$ cat config.mk
export PLATFORM = sky130hd
export DESIGN_NAME = utf8_to_utf16_transcoder
export DESIGN_NICKNAME = d
export VERILOG_FILES = /design/src/design/utt_pkg.sv /design/src/design/utt_front.sv /design/src/design/utt_queue.sv /design/src/design/utt_back.sv /design/src/design/utf8_to_utf16_transcoder.sv
export VERILOG_INCLUDE_DIRS = /design/src /design/src/design
export SDC_FILE = /design/constraint.sdc
export NUM_CORES = 1
export LEC_CHECK = 0
export ABC_AREA = 1
export ABC_CLOCK_PERIOD_IN_PS = 4000
export BUFFER_PORTS_ARGS = -buffer_cell sky130_fd_sc_hd__buf_2
export CORE_ASPECT_RATIO = 1.5
export CORE_UTILIZATION = 45
export DETAILED_ROUTE_END_ITERATION = 8
export GPL_ROUTABILITY_DRIVEN = 0
export PLACE_DENSITY = 0.65
export SLEW_MARGIN = 20
export SYNTH_ARGS = -nofsm -noshare
export SYNTH_HDL_FRONTEND = slang
export SYNTH_SLANG_ARGS = --single-unit
$ cat constraint.sdc
create_clock -name i_clk -period 4 [get_ports i_clk]
set_input_delay 1.2 -clock i_clk [delete_from_list [all_inputs] [get_ports i_clk]]
set_output_delay 1.2 -clock i_clk [all_outputs]
set_load 0.005 [all_outputs]
$ cat src/design/assert_macros.svh
// ---------------------------------------------------------------------------
// assert_macros.svh
// concurrent assertion helpers, compiled out for synthesis
// ---------------------------------------------------------------------------
`ifndef ASSERT_MACROS_SVH
`define ASSERT_MACROS_SVH

`ifndef SYNTHESIS

// property must hold at every clock edge outside reset
`define ASSERT_PROP(lbl, clk, rst_n, prop, msg) \
    lbl: assert property (@(posedge clk) disable iff (!rst_n) (prop)) else $error(msg);

// condition must never be seen outside reset
`define ASSERT_NEVER(lbl, clk, rst_n, cond, msg) \
    lbl: assert property (@(posedge clk) disable iff (!rst_n) !(cond)) else $error(msg);

`else

`define ASSERT_PROP(lbl, clk, rst_n, prop, msg)
`define ASSERT_NEVER(lbl, clk, rst_n, cond, msg)

`endif

`endif

$ cat src/design/utt_pkg.sv
// ---------------------------------------------------------------------------
// utt_pkg
// shared types and constants of the utf-8 to utf-16 transcoder
// ---------------------------------------------------------------------------
package utt_pkg;

    localparam int QUEUE_DEPTH = 4;

    localparam logic [20:0] SUPP_BASE = 21'h010000;
    localparam logic [20:0] MAX_CP    = 21'h10FFFF;
    localparam logic [5:0]  HI_SURR   = 6'b110110;
    localparam logic [5:0]  LO_SURR   = 6'b110111;

    localparam logic [1:0] ERR_NONE  = 2'd0;
    localparam logic [1:0] ERR_TRUNC = 2'd1;
    localparam logic [1:0] ERR_RANGE = 2'd2;

    // what the back end has to send for one job
    typedef enum logic [1:0] {
        K_UNIT  = 2'd0,
        K_PAIR  = 2'd1,
        K_TRUNC = 2'd2,
        K_RANGE = 2'd3
    } t_kind;

    typedef struct packed {
        t_kind       kind;
        logic [15:0] unit0;
        logic [15:0] unit1;
    } t_job;

    typedef struct packed {
        logic full;
        logic empty;
    } t_qstat;

endpackage

$ cat src/design/utt_front.sv
// ---------------------------------------------------------------------------
// utt_front
// accepts utf-8 words, gathers sequences and queues one job per character
// ---------------------------------------------------------------------------
module utt_front
    import utt_pkg::*;
(
    input  logic       i_clk,
    input  logic       i_rst_n,
    input  logic       i_valid,
    input  logic       i_action,
    input  logic [7:0] i_in_byte,
    output logic       o_stall,
    input  t_qstat     i_qstat,
    output logic       o_push,
    output t_job       o_job
);

    logic [1:0]  r_pending, n_pending;
    logic [14:0] r_partial, n_partial;
    logic        accept;
    logic [20:0] cp_cont;

    function automatic t_job classify(input logic [20:0] cp);
        logic [20:0] v;
        t_job        j;
        v       = cp - SUPP_BASE;
        j.unit1 = {LO_SURR, v[9:0]};
        if (cp < SUPP_BASE) begin
            j.kind  = K_UNIT;
            j.unit0 = cp[15:0];
        end else if (cp > MAX_CP) begin
            j.kind  = K_RANGE;
            j.unit0 = cp[15:0];
        end else begin
            j.kind  = K_PAIR;
            j.unit0 = {HI_SURR, v[19:10]};
        end
        return j;
    endfunction

    assign o_stall = i_qstat.full;
    assign accept  = i_valid && !i_qstat.full;
    assign cp_cont = {r_partial, i_in_byte[5:0]};

    always_comb begin
        n_pending   = r_pending;
        n_partial   = r_partial;
        o_push      = 1'b0;
        o_job       = classify({13'd0, i_in_byte});
        if (accept) begin
            if (i_action) begin
                if (r_pending != 2'd0) begin
                    o_push      = 1'b1;
                    o_job.kind  = K_TRUNC;
                    n_pending   = 2'd0;
                    n_partial   = '0;
                end
            end else if (r_pending != 2'd0) begin
                n_pending = r_pending - 2'd1;
                if (r_pending == 2'd1) begin
                    o_push    = 1'b1;
                    o_job     = classify(cp_cont);
                    n_partial = '0;
                end else begin
                    n_partial = cp_cont[14:0];
                end
            end else if (i_in_byte inside {[8'hF0:8'hF7]}) begin
                n_pending = 2'd3;
                n_partial = {12'd0, i_in_byte[2:0]};
            end else if (i_in_byte inside {[8'hE0:8'hEF]}) begin
                n_pending = 2'd2;
                n_partial = {11'd0, i_in_byte[3:0]};
            end else if (i_in_byte inside {[8'hC0:8'hDF]}) begin
                n_pending = 2'd1;
                n_partial = {10'd0, i_in_byte[4:0]};
            end else begin
                o_push = 1'b1;
            end
        end
    end

    always_ff @(posedge i_clk) begin
        if (!i_rst_n) begin
            r_pending <= 2'd0;
            r_partial <= '0;
        end else begin
            r_pending <= n_pending;
            r_partial <= n_partial;
        end
    end

endmodule

$ cat src/design/utt_queue.sv
// ---------------------------------------------------------------------------
// utt_queue
// short job queue between the front and back ends
// ---------------------------------------------------------------------------
module utt_queue
    import utt_pkg::*;
#(
    parameter int DEPTH = QUEUE_DEPTH
) (
    input  logic   i_clk,
    input  logic   i_rst_n,
    input  logic   i_push,
    input  t_job   i_job,
    input  logic   i_pop,
    output t_job   o_job,
    output t_qstat o_qstat
);

    localparam int PTR_W = (DEPTH > 1) ? $clog2(DEPTH) : 1;
    localparam int CNT_W = $clog2(DEPTH + 1);

    t_job             r_mem [DEPTH];
    logic [PTR_W-1:0] r_wr_ptr, n_wr_ptr;
    logic [PTR_W-1:0] r_rd_ptr, n_rd_ptr;
    logic [CNT_W-1:0] r_count, n_count;

    function automatic logic [PTR_W-1:0] bump(input logic [PTR_W-1:0] p);
        return (p == PTR_W'(DEPTH - 1)) ? '0 : p + PTR_W'(1);
    endfunction

    assign o_qstat.full  = (r_count == CNT_W'(DEPTH));
    assign o_qstat.empty = (r_count == '0);
    assign o_job         = r_mem[r_rd_ptr];

    always_comb begin
        n_wr_ptr = i_push ? bump(r_wr_ptr) : r_wr_ptr;
        n_rd_ptr = i_pop  ? bump(r_rd_ptr) : r_rd_ptr;
        n_count  = r_count;
        if (i_push && !i_pop) begin
            n_count = r_count + CNT_W'(1);
        end else if (!i_push && i_pop) begin
            n_count = r_count - CNT_W'(1);
        end
    end

    always_ff @(posedge i_clk) begin
        if (i_push) begin
            r_mem[r_wr_ptr] <= i_job;
        end
    end

    always_ff @(posedge i_clk) begin
        if (!i_rst_n) begin
            r_wr_ptr <= '0;
            r_rd_ptr <= '0;
            r_count  <= '0;
        end else begin
            r_wr_ptr <= n_wr_ptr;
            r_rd_ptr <= n_rd_ptr;
            r_count  <= n_count;
        end
    end

endmodule

$ cat src/design/utt_back.sv
// ---------------------------------------------------------------------------
// utt_back
// sends each job as utf-16 words in the configured byte order or an error word
// ---------------------------------------------------------------------------
module utt_back
    import utt_pkg::*;
(
    input  logic       i_clk,
    input  logic       i_rst_n,
    input  logic       i_cfg_we,
    input  logic       i_cfg_wdata,
    input  t_qstat     i_qstat,
    input  t_job       i_job,
    output logic       o_pop,
    output logic       o_valid,
    input  logic       i_stall,
    output logic [7:0] o_out_byte,
    output logic       o_last,
    output logic [1:0] o_error
);

    logic        r_le;
    logic        r_valid, n_valid;
    t_job        r_job, n_job;
    logic [1:0]  r_idx, n_idx;
    logic [15:0] unit;
    logic        hi_sel;
    logic        take;

    assign unit   = r_idx[1] ? r_job.unit1 : r_job.unit0;
    assign hi_sel = ~(r_idx[0] ^ r_le);

    always_comb begin
        o_out_byte = hi_sel ? unit[15:8] : unit[7:0];
        o_error    = ERR_NONE;
        case (r_job.kind)
            K_UNIT:  o_last = (r_idx == 2'd1);
            K_PAIR:  o_last = (r_idx == 2'd3);
            K_TRUNC: begin
                o_last     = 1'b1;
                o_error    = ERR_TRUNC;
                o_out_byte = 8'd0;
            end
            K_RANGE: begin
                o_last     = 1'b1;
                o_error    = ERR_RANGE;
                o_out_byte = 8'd0;
            end
            default: o_last = 1'b1;
        endcase
    end

    assign o_valid = r_valid;
    // free for the next job when idle or when the final word leaves now
    assign take    = !r_valid || (!i_stall && o_last);
    assign o_pop   = take && !i_qstat.empty;

    always_comb begin
        n_valid = r_valid;
        n_job   = r_job;
        n_idx   = r_idx;
        if (take) begin
            n_valid = !i_qstat.empty;
            n_job   = i_job;
            n_idx   = 2'd0;
        end else if (!i_stall) begin
            n_idx = r_idx + 2'd1;
        end
    end

    always_ff @(posedge i_clk) begin
        r_job <= n_job;
        if (!i_rst_n) begin
            r_le    <= 1'b1;
            r_valid <= 1'b0;
            r_idx   <= 2'd0;
        end else begin
            if (i_cfg_we) begin
                r_le <= i_cfg_wdata;
            end
            r_valid <= n_valid;
            r_idx   <= n_idx;
        end
    end

endmodule

$ cat src/design/utf8_to_utf16_transcoder.sv
// ---------------------------------------------------------------------------
// utf8_to_utf16_transcoder
// utf-8 word stream in, utf-16 word stream out, selectable byte order
// ---------------------------------------------------------------------------
// One utf-8 byte or end-of-stream mark is taken per cycle, when the queue
// is not full, into a front end that gathers multi-byte sequences and
// queues one job per finished character; a back end drains the queue and
// sends one output byte per cycle when the output is not stalled. The
// byte-wide output port sets the sustained rate: a one-, two- or three-byte
// character is sent as two output bytes, a four-byte character as four
// (one error word when its code point is out of range) and a truncation
// error as one error word. The queue holds QUEUE_DEPTH jobs, so input
// keeps flowing for a while under output stall. A completing input word
// is written to the queue, then to the back end job register. The byte
// order register resets to little endian; the user must write it only
// while the block is idle, and the block itself does not enforce this.
// ---------------------------------------------------------------------------
`include "assert_macros.svh"

module utf8_to_utf16_transcoder
    import utt_pkg::*;
#(
    parameter int QDEPTH = QUEUE_DEPTH
) (
    input  logic       i_clk,
    input  logic       i_rst_n,
    input  logic       i_cfg_we,
    input  logic       i_cfg_wdata,
    input  logic       i_valid,
    output logic       o_stall,
    input  logic       i_action,
    input  logic [7:0] i_in_byte,
    output logic       o_valid,
    input  logic       i_stall,
    output logic [7:0] o_out_byte,
    output logic       o_last,
    output logic [1:0] o_error
);

    t_qstat qstat;
    logic   push;
    logic   pop;
    t_job   push_job;
    t_job   head_job;

    utt_front u_front (
        .i_clk     (i_clk),
        .i_rst_n   (i_rst_n),
        .i_valid   (i_valid),
        .i_action  (i_action),
        .i_in_byte (i_in_byte),
        .o_stall   (o_stall),
        .i_qstat   (qstat),
        .o_push    (push),
        .o_job     (push_job)
    );

    utt_queue #(
        .DEPTH (QDEPTH)
    ) u_queue (
        .i_clk   (i_clk),
        .i_rst_n (i_rst_n),
        .i_push  (push),
        .i_job   (push_job),
        .i_pop   (pop),
        .o_job   (head_job),
        .o_qstat (qstat)
    );

    utt_back u_back (
        .i_clk       (i_clk),
        .i_rst_n     (i_rst_n),
        .i_cfg_we    (i_cfg_we),
        .i_cfg_wdata (i_cfg_wdata),
        .i_qstat     (qstat),
        .i_job       (head_job),
        .o_pop       (pop),
        .o_valid     (o_valid),
        .i_stall     (i_stall),
        .o_out_byte  (o_out_byte),
        .o_last      (o_last),
        .o_error     (o_error)
    );

    `ASSERT_NEVER(a_push_full, i_clk, i_rst_n, push && qstat.full, "push into full queue")
    `ASSERT_NEVER(a_pop_empty, i_clk, i_rst_n, pop && qstat.empty, "pop from empty queue")
    `ASSERT_PROP(a_err_word, i_clk, i_rst_n,
        o_valid && (o_error != ERR_NONE) |-> o_last && (o_out_byte == 8'd0),
        "error word not final or not zero")
    `ASSERT_PROP(a_char_cont, i_clk, i_rst_n,
        o_valid && !i_stall && !o_last |=> o_valid,
        "gap inside a character")

endmodule
**Word-level counts from Yosys, hierarchy flattened**

Memories as Yosys holds them, arrays and structs flattened. A register that Yosys moved wholly into a read port is not among the register bits.
Cells that the tools add are included.

- Word-level logic and storage cells: 100
- Bits in writable memories: 136
- Register bits after elaboration: 28
- Input bits: 15
- Latch bits: 0
- Output and inout port bits: 13
- Memories: 1
- Bits in read-only memories: 0

Memories:

| name | depth | width | rd ports | clocked after Yosys merged registers in | wr ports | line | source |
|---|---|---|---|---|---|---|---|
| u_queue.r_mem | 4 | 34 | 1 | 1 | 1 | utt_queue.sv:22 | `t_job r_mem [DEPTH];` |

- Divide/modulo/power cells: 0
- Eq/ne operators: 10
- Multipliers: 0
- $lt $le $gt $ge: 8
- Bitwise logic cells: 2
- Multiplexer cells: 40
- Reduce and logical (&&, ||, !) cells: 23
- Add/sub/neg operators: 8
- Shift-type cells: 0

Operator list:

| kind | number |
|---|---|
| 15-bit 2-to-1 mux | 7 |
| 34-bit 2-to-1 mux | 3 |
| 18-bit 2-to-1 mux | 2 |
| 32-bit 2-to-1 mux | 1 |
| 8-bit greater-or-equal comparator (second input constant) | 3 |
| 8-bit <= comparator (second input constant) | 3 |
| 21-bit greater-than comparator (second input constant) | 1 |
| 21-bit by 17-bit < comparator with 1-bit output (second input constant) | 1 |
| 2-bit 2-to-1 mux | 10 |
| 20-bit by 17-bit subtractor with 20-bit output (second input constant) | 1 |
| 16-bit 2-to-1 mux | 1 |
| 8-bit 2-to-1 mux | 2 |
| 2-bit equality test (second input constant) | 5 |
| 1-bit 2-to-1 mux | 10 |
| 8-bit by 1-bit subtractor with 9-bit output (second input constant) | 1 |
| 1-bit logical AND | 8 |
| 2-bit by 1-bit adder with 2-bit output (second input constant) | 3 |
| 2-bit by 1-bit equality test with 1-bit output (second input constant) | 3 |
| 1-bit logical NOT | 6 |
| 3-bit 2-to-1 mux | 2 |
| 2-bit one-hot mux with 2 select lines | 1 |
| 2-bit nonzero test | 2 |
| 4-bit nonzero test | 1 |
| 2-bit OR reduction | 2 |
| 12 further kinds | 12 |

**Longest topological paths before layout**

- Depth after elaboration: 12
- Depth in mapped cells: 15
- Depth with buffers taken out: 15

**Hierarchy**

Synthesis repeated with hierarchy kept, for this count alone.

- Cell total of the unflattened synthesis: 715
- Area total of the unflattened synthesis: 8533.2 um2

Modules (own cells, without submodules):

| module | seq. area each (um2) | times used | cells each | area an instance (um2) |
|---|---|---|---|---|
| utt_queue | 4264.1 | 1 | 388 | 5705.5 |
| utt_back | 1101.1 | 1 | 125 | 1542.7 |
| utt_front | 340.3 | 1 | 202 | 1285.0 |

**Least setup slack after synthesis**

No wires, ideal clock.

- Path kind: input to register
- From: input i_in_byte[4]
- To: memory u_queue.r_mem[0][0] (netlist bit), enable pin
- Slack: 542 ps
- Data required time: 3587 ps
- Cell stages on the path: 8
- Path buffers: 0
- Arrival: 3045 ps
- Cell sequence: nand2_1 > inv_1 > nand2_1 > nand2_1 > o22ai_1 > nor2_1 > inv_1 > nor2_1

- Longest elaborated chain between the ends: 10

RTL lines:

| element | line | source |
|---|---|---|
| from (decl) | utf8_to_utf16_transcoder.sv:32 | `input logic [7:0] i_in_byte,` |
| 8-bit greater-or-equal comparator or 8-bit <= comparator (tied branches) | utt_front.sv:74 | `end else if (i_in_byte inside {[8'hC0:8'hDF]}) begin` |
| 1-bit logical AND | utt_front.sv:74 |  |
| 1-bit 2-to-1 mux | utt_front.sv:74 |  |
| 1-bit 2-to-1 mux | utt_front.sv:71 | `end else if (i_in_byte inside {[8'hE0:8'hEF]}) begin` |
| 1-bit 2-to-1 mux * | utt_front.sv:68 | `end else if (i_in_byte inside {[8'hF0:8'hF7]}) begin` |
| 1-bit 2-to-1 mux * | utt_front.sv:59 | `end else if (r_pending != 2'd0) begin` |
| 1-bit 2-to-1 mux * | utt_front.sv:52 | `if (i_action) begin` |
| 1-bit 2-to-1 mux * | utt_front.sv:51 | `if (accept) begin` |
| net push | utf8_to_utf16_transcoder.sv:41 | `logic push;` |
| 1-bit 2-to-1 mux * | utt_queue.sv:47 | `if (i_push) begin` |
| 1-bit 2-to-1 mux (not written as such) * | utt_queue.sv:48 | `r_mem[r_wr_ptr] <= i_job;` |
| to (decl) | utt_queue.sv:22 |  |

The timed path passes the listed nets; every way through them passes the cells marked *.

**Final worst setup path**

- From: register u_back.r_idx[0]
- To: output o_out_byte[5]

- Longest elaborated chain between the ends: 3

RTL lines:

| element | line | source |
|---|---|---|
| from (decl) | utt_back.sv:25 | `logic [1:0] r_idx, n_idx;` |
| from (signal assigned) | utt_back.sv:82 | `r_idx <= n_idx;` |
| 1-bit bitwise XOR | utt_back.sv:31 | `assign hi_sel = ~(r_idx[0] ^ r_le);` |
| 8-bit 2-to-1 mux | utt_back.sv:34 | `o_out_byte = hi_sel ? unit[15:8] : unit[7:0];` |
| 8-bit 2-to-1 mux | utt_back.sv:36 | `case (r_job.kind)` |
| to (decl) | utf8_to_utf16_transcoder.sv:35 | `output logic [7:0] o_out_byte,` |

No other way between the ends.

==> impl_metrics.yaml <==
hold_path:
  hp-start: "u_queue.r_count[2]"
  hold_end: "u_queue.r_count[2]"
  hold_depth: 2
  hold_path_class: "flip-flop to flip-flop"
clock_tree:
  cts_hold_buffers: 0
  path_clk_slew_ns: 0.07
  clock_path_buffers: 2
  numCtsBuffers: 17
  clockRootBuffer: "clkbuf_16"
  clk_latency_ns: 0.42
  cts_resized: 0
  cts_setup_buffers: 0
  cts_tree: "built"
  htreeDepth: 4
  cts_num_sinks: 168
logic_synthesis:
  ys.flop_type: "edfxtp_1"
  syn_avg_cell_area_um2: 11.1
  ys_seq_elements: 168
  ys_warn_count: 0
  synth_edf_count: 140
  synthArstFlopShare_pct: 0
  synth_area_um2: 7030
  synth_nets: 655
  synthCells: 632
  ys_seq_area_share_pct: 67.8
  synth_cell_types: 34
critical_path:
  endpoint_kind: "output port"
  crit_chain: "xnor2_1, clkinv_1, a311oi_1, buf_2"
  r2r_slack_ns: 1.41
  slowest_stage: "xnor2_1"
  cp.arrival_ns: 1.96
  critPathRequiredTime_ns: 2.80
  critical_path.max_fanout: 9
  crit_path_max_incr_delay_ns: 0.38
  reg2reg_depth: 16
  worstReg2RegEnd: "u_queue.r_count[2]"
  critPathLaunchType: "flip-flop"
  critical_path_class: "flip-flop to output port"
  reg2reg_from: "u_back.r_idx[1]"
timing:
  post-route-period-util_pct: 78.9
  final.setup_skew_ns: 0.0114
  tightest_slew_ns: 0.895
  max_slew_margin_pct: 40.3
  finalWorstSetupSlack_ns: 0.845
  report.final.hold_viol_count: 0
  max_freq_mhz: 317
  post-route-min-period_ns: 3.16
  finalMaxSlewViolations: 0
  worst_hold_slack_ns: 0.508
  rsz0062_at_grt: "false"
  setup_tns_ns: 0
  setup_viol: 0
final_layout:
  drive_above_1_share_pct: 13.8
  stdcell_area_um2: 8000
  fill_cells: 1332
  syn_to_final_growth_pct: 13.7
  num_antenna_cells: 0
  final_common_cell: "edfxtp_1"
  nets: 683
  layout_common_cells: "140 x edfxtp_1, 88 x nor2_1, 84 x o21ai_0"
drt:
  wl_per_cell_um: 16.2
  vias: 4660
  routed_via_density: 5.34
  drt-total-wl_um: 14200
  ant_nets: 0
  drc: 0
  first_pass_iters: 5
  drt_iter0_markers: 184
grt:
  use_met1_pct: 21.3
  busiest_layer: "met2"
  track_usage_pct: 18.7
  grt_pass1_wl_um: 22900
  antenna_found_initial: 0
  first_global_vias: 4490
  grt_max_degree: 57
  use_met3_pct: 3.94
  grt_overflow: 0
  gr-usage-met2_pct: 33.5
power_and_ir_drop:
  p_leak_nw: 2.98
  vdd_drop_max_mv: 0.285
  power.density_nw_per_um2: 634
  p_total_mw: 5.07
floorplan:
  die-area_um2: 16100
  num_io_pins: 28
  rows: 55
  core_area_um2: 15200
  start_util_pct: 46.2
  die_w_um: 104
  die_h_um: 155
run_status:
  status: "finished clean"
placement:
  dp_hpwl_um: 9480
  portBuffers: 27
  placed_area_um2: 7370
  place_ws_ns: 0.601
run:
  cap_viol_max_count: 0
## power breakdown
| group | leakage (nW) | total, mW | switching, mW | internal (mW) |
|---|---|---|---|---|
| Sequential | 1.60 | 2.34 | 0.116 | 2.22 |
| Clock | 0.309 | 1.68 | 0.667 | 1.02 |
| Combinational | 1.07 | 1.05 | 0.706 | 0.343 |
## cells in the mapped netlist (2+ instances only)
cell	number	share of area [%]
xnor2_1	2	0.25
buf_2	3	0.21
inv_1	50	2.7
nand3_1	28	2.0
nor2_4	2	0.32
nand2_1	75	4.0
o21ai_1	2	0.14
nand2_4	2	0.32
a31oi_1	7	0.62
a21oi_1	31	2.2
nor2_1	92	4.9
nand2_2	8	0.71
o21ai_2	4	0.50
dfxtp_1	28	8.0
o22ai_1	29	2.6
buf_1	2	0.11
edfxtp_1	140	60
o21ai_0	84	6.0
nand3_2	2	0.28
ha_1	7	1.2
clkbuf_1	21	1.1
## state kept, by name, indices dropped and copies added (netlist names)
register	flops
u_back.o_valid	1
u_back.r_idx	2
u_back.r_job	28
u_back.r_le	1
u_front.r_partial	15
u_front.r_pending	2
u_queue.r_count	3
u_queue.r_mem	112
u_queue.r_rd_ptr	2
u_queue.r_wr_ptr	2
## how the worst max path moves through the flow
stage                    start                   to  slack, ns  cells after the start
6_report       u_back.r_idx[0]        o_out_byte[5]       0.84                      4
5_1_grt        u_back.r_idx[1]        o_out_byte[3]       0.72                      6
4_1_cts        u_back.r_idx[0]        o_out_byte[5]       0.83                      4
3_5_place_dp          i_action   u_queue.r_count[2]       0.60                     12
3_3_place_gp          i_action   u_queue.r_count[2]       0.70                     12
2_1_floorplan     i_in_byte[4]  u_queue.r_mem[0][0]       0.54                      8
## metal layers
layer | up-vias | wire length (um)
li1 | 2277 | -
met1 | 2230 | 5890
met2 | 126 | 7310
met3 | 27 | 581
met4 | 0 | 372
met5 | - | 0
## cells by family (layout without fill, tap and decap cells)
logic type | count (synthesis) | after routing | share of synthesized area (%)
buffers and inverters | 79 | 120 | 4.61
and+or+nand+nor | 214 | 214 | 13.2
DFF | 168 | 168 | 67.8
AOI/OAI and AO/OA | 160 | 160 | 12.5
adders and majority gates | 8 | 8 | 1.53
xor gates and xnor gates | 3 | 3 | 0.374
## worst max-delay path, delay by kind of cell, from the launching register on
family                 cells  cell delay, ns
buffers and inverters      2            0.52
XOR/XNOR                   1            0.38
flip-flops                 1            0.35
AO/OA/AOI/OAI              1            0.29
## metrics by stage
step           std cells  utilization [%]
6_report             872             52.6
5_1_grt              872             52.6
4_1_cts              872             52.6
3_5_place_dp         840             48.4
3_3_place_gp         840             48.4
2_1_floorplan        632                -
## final cells by class
cell class / instances / area [um2] / share of cell area (%)
well taps: 199 / 249 / 3.11
repair buffers: 37 / 210 / 2.63
clock inverters: 10 / 100 / 1.25
clock buffers: 22 / 529 / 6.62
flip-flops and latches: 168 / 4760 / 59.6
inverters: 51 / 191 / 2.39
multi-input cells: 385 / 1950 / 24.4
No activity file was read; power rests on OpenSTA's default activity.
